## src/rtl/chta_ram.sv

```systemverilog
// ----------------------------------------------------------------------------
// chta_ram
// Generic simple dual-port RAM, one write and one registered read port.
// ----------------------------------------------------------------------------
module chta_ram #(
  parameter int WIDTH = 8,
  parameter int DEPTH = 16
) (
  input  logic                     clk,
  input  logic                     we,
  input  logic [$clog2(DEPTH)-1:0] waddr,
  input  logic [WIDTH-1:0]         wdata,
  input  logic [$clog2(DEPTH)-1:0] raddr,
  output logic [WIDTH-1:0]         rdata
);

  logic [WIDTH-1:0] mem [DEPTH];

  always_ff @(posedge clk) begin
    if (we) begin
      mem[waddr] <= wdata;
    end
    rdata <= mem[raddr];
  end

endmodule

```

## config.mk

```make
export PLATFORM = sky130hd
export DESIGN_NAME = chta_ram
export DESIGN_NICKNAME = d
export VERILOG_FILES = /design/src/rtl/chta_ram.sv
export SDC_FILE = /design/constraint.sdc
export NUM_CORES = 1
export LEC_CHECK = 0
export BUFFER_PORTS_ARGS = -buffer_cell sky130_fd_sc_hd__buf_2
export CAP_MARGIN = 20
export CORE_ASPECT_RATIO = 1.1
export CORE_MARGIN = 2
export CORE_UTILIZATION = 55
export CTS_BUF_LIST = sky130_fd_sc_hd__clkbuf_8
export DETAILED_ROUTE_END_ITERATION = 12
export MAX_ROUTING_LAYER = met4
export PLACE_DENSITY = 0.81
export SYNTH_ARGS = -nofsm -noshare
export SYNTH_HDL_FRONTEND = slang
export SYNTH_SLANG_ARGS = --single-unit
```

## constraint.sdc

```tcl
create_clock -name clk -period 2.06 [get_ports clk]
set_clock_uncertainty 0.1 [all_clocks]
set_input_delay 0.206 -clock clk [delete_from_list [all_inputs] [get_ports clk]]
set_output_delay 0.206 -clock clk [all_outputs]
set_load 0.01 [all_outputs]
```

==> flow_summary.json <==
{
  "area_of_the_die_um2": 10200,
  "buffer_ports.inserted": 25,
  "tritoncts_clock_tree": "built",
  "final_net_count": 302,
  "cpMaxStageDelayCell": "sky130_fd_sc_hd__mux4_1",
  "yosysWarningCount": 0,
  "yosys_most_used_dff": "sky130_fd_sc_hd__edfxtp_1",
  "final_design_area_no_fill_um2": 6050,
  "ff2ff_setup_slack_ns": 0.61,
  "worst-endpoint-required_ns": 2.27,
  "timing.critical_path.arrival_ns": 1.66,
  "critical_path.endpoint_type": "flip-flop",
  "report.final.setup_viol": 0,
  "start_util": 0.559,
  "cts.root.buffer_cell": "sky130_fd_sc_hd__clkbuf_8",
  "syn-num-nets": 247,
  "drt_pass1_iterations": 4,
  "cp_max_fo": 1,
  "route.detailed.drc": 0,
  "synth.ff_latch_count": 136,
  "synth_area_leader_cell": "sky130_fd_sc_hd__edfxtp_1",
  "routabilityCongestion": 0.768,
  "number_of_enable_flip_flop_cells_after_synthesis": 128,
  "hold_viol": 0,
  "netlist_top_cells_area": "sky130_fd_sc_hd__edfxtp_1 (75%), sky130_fd_sc_hd__mux4_2 (7.9%), sky130_fd_sc_hd__mux4_1 (7.1%)",
  "cts_inserted_buffers": 17,
  "cts_resized": 0,
  "worst-path-buf-inv": 0,
  "global_route.usage.total": 0.214,
  "clkSlewWorstSetupHoldPaths_ns": 0.08,
  "vias": 2476,
  "synthDominantCellAreaShare": 0.747,
  "syn2layout_area_growth_pct": 17.5,
  "holdCritPathClass": "in2reg",
  "critical-path-max-stage-delay_ns": 0.51,
  "pin_count_of_the_biggest_net_entering_global_routing": 33,
  "fp.dieW_um": 96.2,
  "drt-total-wl_um": 9440,
  "path_delay_family": "multiplexers",
  "detailed_place.area_um2": 5520,
  "startpoint_type": "flip-flop",
  "avgSynthCellArea_um2": 22.5,
  "achievable-frequency_mhz": 691,
  "placementRows": 37,
  "first_global_vias": 2507,
  "rsz0062_at_grt": "false",
  "power.leakage_nw": 2.08,
  "drv_cap": 0,
  "route.detailed.wl_per_inst_um": 22.8,
  "synth_most_common_cell": "sky130_fd_sc_hd__edfxtp_1",
  "layout-drive-gt1-share": 0.327,
  "drv_slew": 0,
  "dpl.hpwl_um": 6030,
  "p_per_area_nw_per_um2": 1030,
  "worst_slew_margin_rel": 0.731,
  "synth_top_cells_by_count": "sky130_fd_sc_hd__edfxtp_1 (128), sky130_fd_sc_hd__mux4_2 (18), sky130_fd_sc_hd__a22oi_1 (16), sky130_fd_sc_hd__mux4_1 (14), sky130_fd_sc_hd__nor2_1 (13)",
  "synth.distinct_cells": 19,
  "crit_chain": "mux4_1, a22oi_1, nand2_1",
  "synth_sequential_area_ratio": 0.778,
  "finalSetupTns_ns": 0,
  "dr.first_iter.drc_count": 221,
  "number_of_antenna_violations_at_the_first_check_in_global_routing": 0,
  "clockBufferDepth": 2,
  "vias_per_std_cell": 5.98,
  "grt_overflow": 0,
  "cts_h_tree_depth": 4,
  "coreArea_um2": 9210,
  "grt_pass1_wl_um": 14400,
  "synth_cells": 229,
  "status": "finished, final reports clean",
  "mappedNetlistArea_um2": 5150,
  "final.min_clock_period_ns": 1.45,
  "clock_latency_ns": 0.43,
  "die_h_um": 105,
  "num_antenna_cells": 0,
  "cts_setup_buffers": 0,
  "boundaryPins": 26,
  "async_set_or_reset_register_ratio_after_synthesis": 0,
  "critPathKind": "reg2reg",
  "max_slew.worst_pin.slew_ns": 0.403,
  "drtAntennaViolNets": 0,
  "final_min_period_over_clock_period": 0.702,
  "largest_voltage_drop_on_the_vdd_net_mv": 0.492,
  "clock_sink_count": 136,
  "cts-hold-fix-buffers": 0
}
[registers in the layout, indices dropped and copies added (netlist names)]
signal and cells:
rdata 8, mem 128
[cell usage in the layout, fill, tap and decap left out, drive strengths merged]
master    synthesis  final
edfxtp          128    128
buf               7     46
mux4             32     32
clkbuf            0     19
a22oi            16     16
nor2             13     13
nand2             9      9
bufinv            0      8
dfxtp             8      8
nor3              4      4
clkinv            0      4
nand3b            2      2
nand2b            2      2
nor2b             1      1
and2              1      1
and2b             1      1
nand3             1      1
or3b              1      1
clkinvlp          0      1
[worst register-to-register path: stages, from the launching register on]
cell	delay [ns]
sky130_fd_sc_hd__edfxtp_1	0.37
sky130_fd_sc_hd__mux4_1	0.51
sky130_fd_sc_hd__a22oi_1	0.28
sky130_fd_sc_hd__nand2_1	0.07
[final timing paths]
kind         depth (start not counted)        from         to
min reg2reg                          3  mem[14][6]   rdata[6]
max reg2reg                          3   mem[9][5]   rdata[5]
min                                  1    wdata[4]  mem[3][4]
max                                  3   mem[9][5]   rdata[5]
[stage by stage]
step	power (mW)	setup WS, ns	hold WS (ns)	utilization	std cells
2_1_floorplan	3.33	0.261	0.205	-	229
3_3_place_gp	3.45	0.333	0.475	0.599	382
3_5_place_dp	3.46	0.306	0.504	0.599	382
4_1_cts	6.26	0.619	0.0368	0.657	414
5_1_grt	6.40	0.528	0.0471	0.657	414
6_report	6.23	0.614	0.0540	0.657	414
[metal layers]
| metal | track usage | share of wire | up-vias |
|---|---|---|---|
| li1 | - | - | 1081 |
| met1 | 0.282 | 0.40 | 1306 |
| met2 | 0.329 | 0.54 | 78 |
| met5 | - | 0 | - |
| met4 | 0.0735 | 0.0099 | 0 |
| met3 | 0.0558 | 0.051 | 11 |
[where the power goes]
| part | total (mW) | switching [mW] | internal (mW) | leakage, nW |
|---|---|---|---|---|
| Sequential | 3.11 | 0.0209 | 3.09 | 1.22 |
| Combinational | 0.288 | 0.162 | 0.126 | 0.591 |
| Clock | 2.83 | 0.964 | 1.87 | 0.266 |
[logic make-up after synthesis]
| logic type | Yosys count | share of synthesized area |
|---|---|---|
| flip-flops | 136 | 0.778 |
| multiplexers | 32 | 0.150 |
| AND/OR/NAND/NOR | 35 | 0.0318 |
| AO/OA/AOI/OAI | 16 | 0.0233 |
| buffers and inverters | 10 | 0.0168 |
[cell type report]
class / instances / area, um^2
flip-flops and latches: 136 / 4000
fillers: 576 / 3160
multi-input cells: 83 / 1060
repair buffers: 46 / 308
clock inverters: 13 / 272
clock buffers: 19 / 262
well taps: 117 / 146
Note: power is estimated with default switching activity, not from simulation.
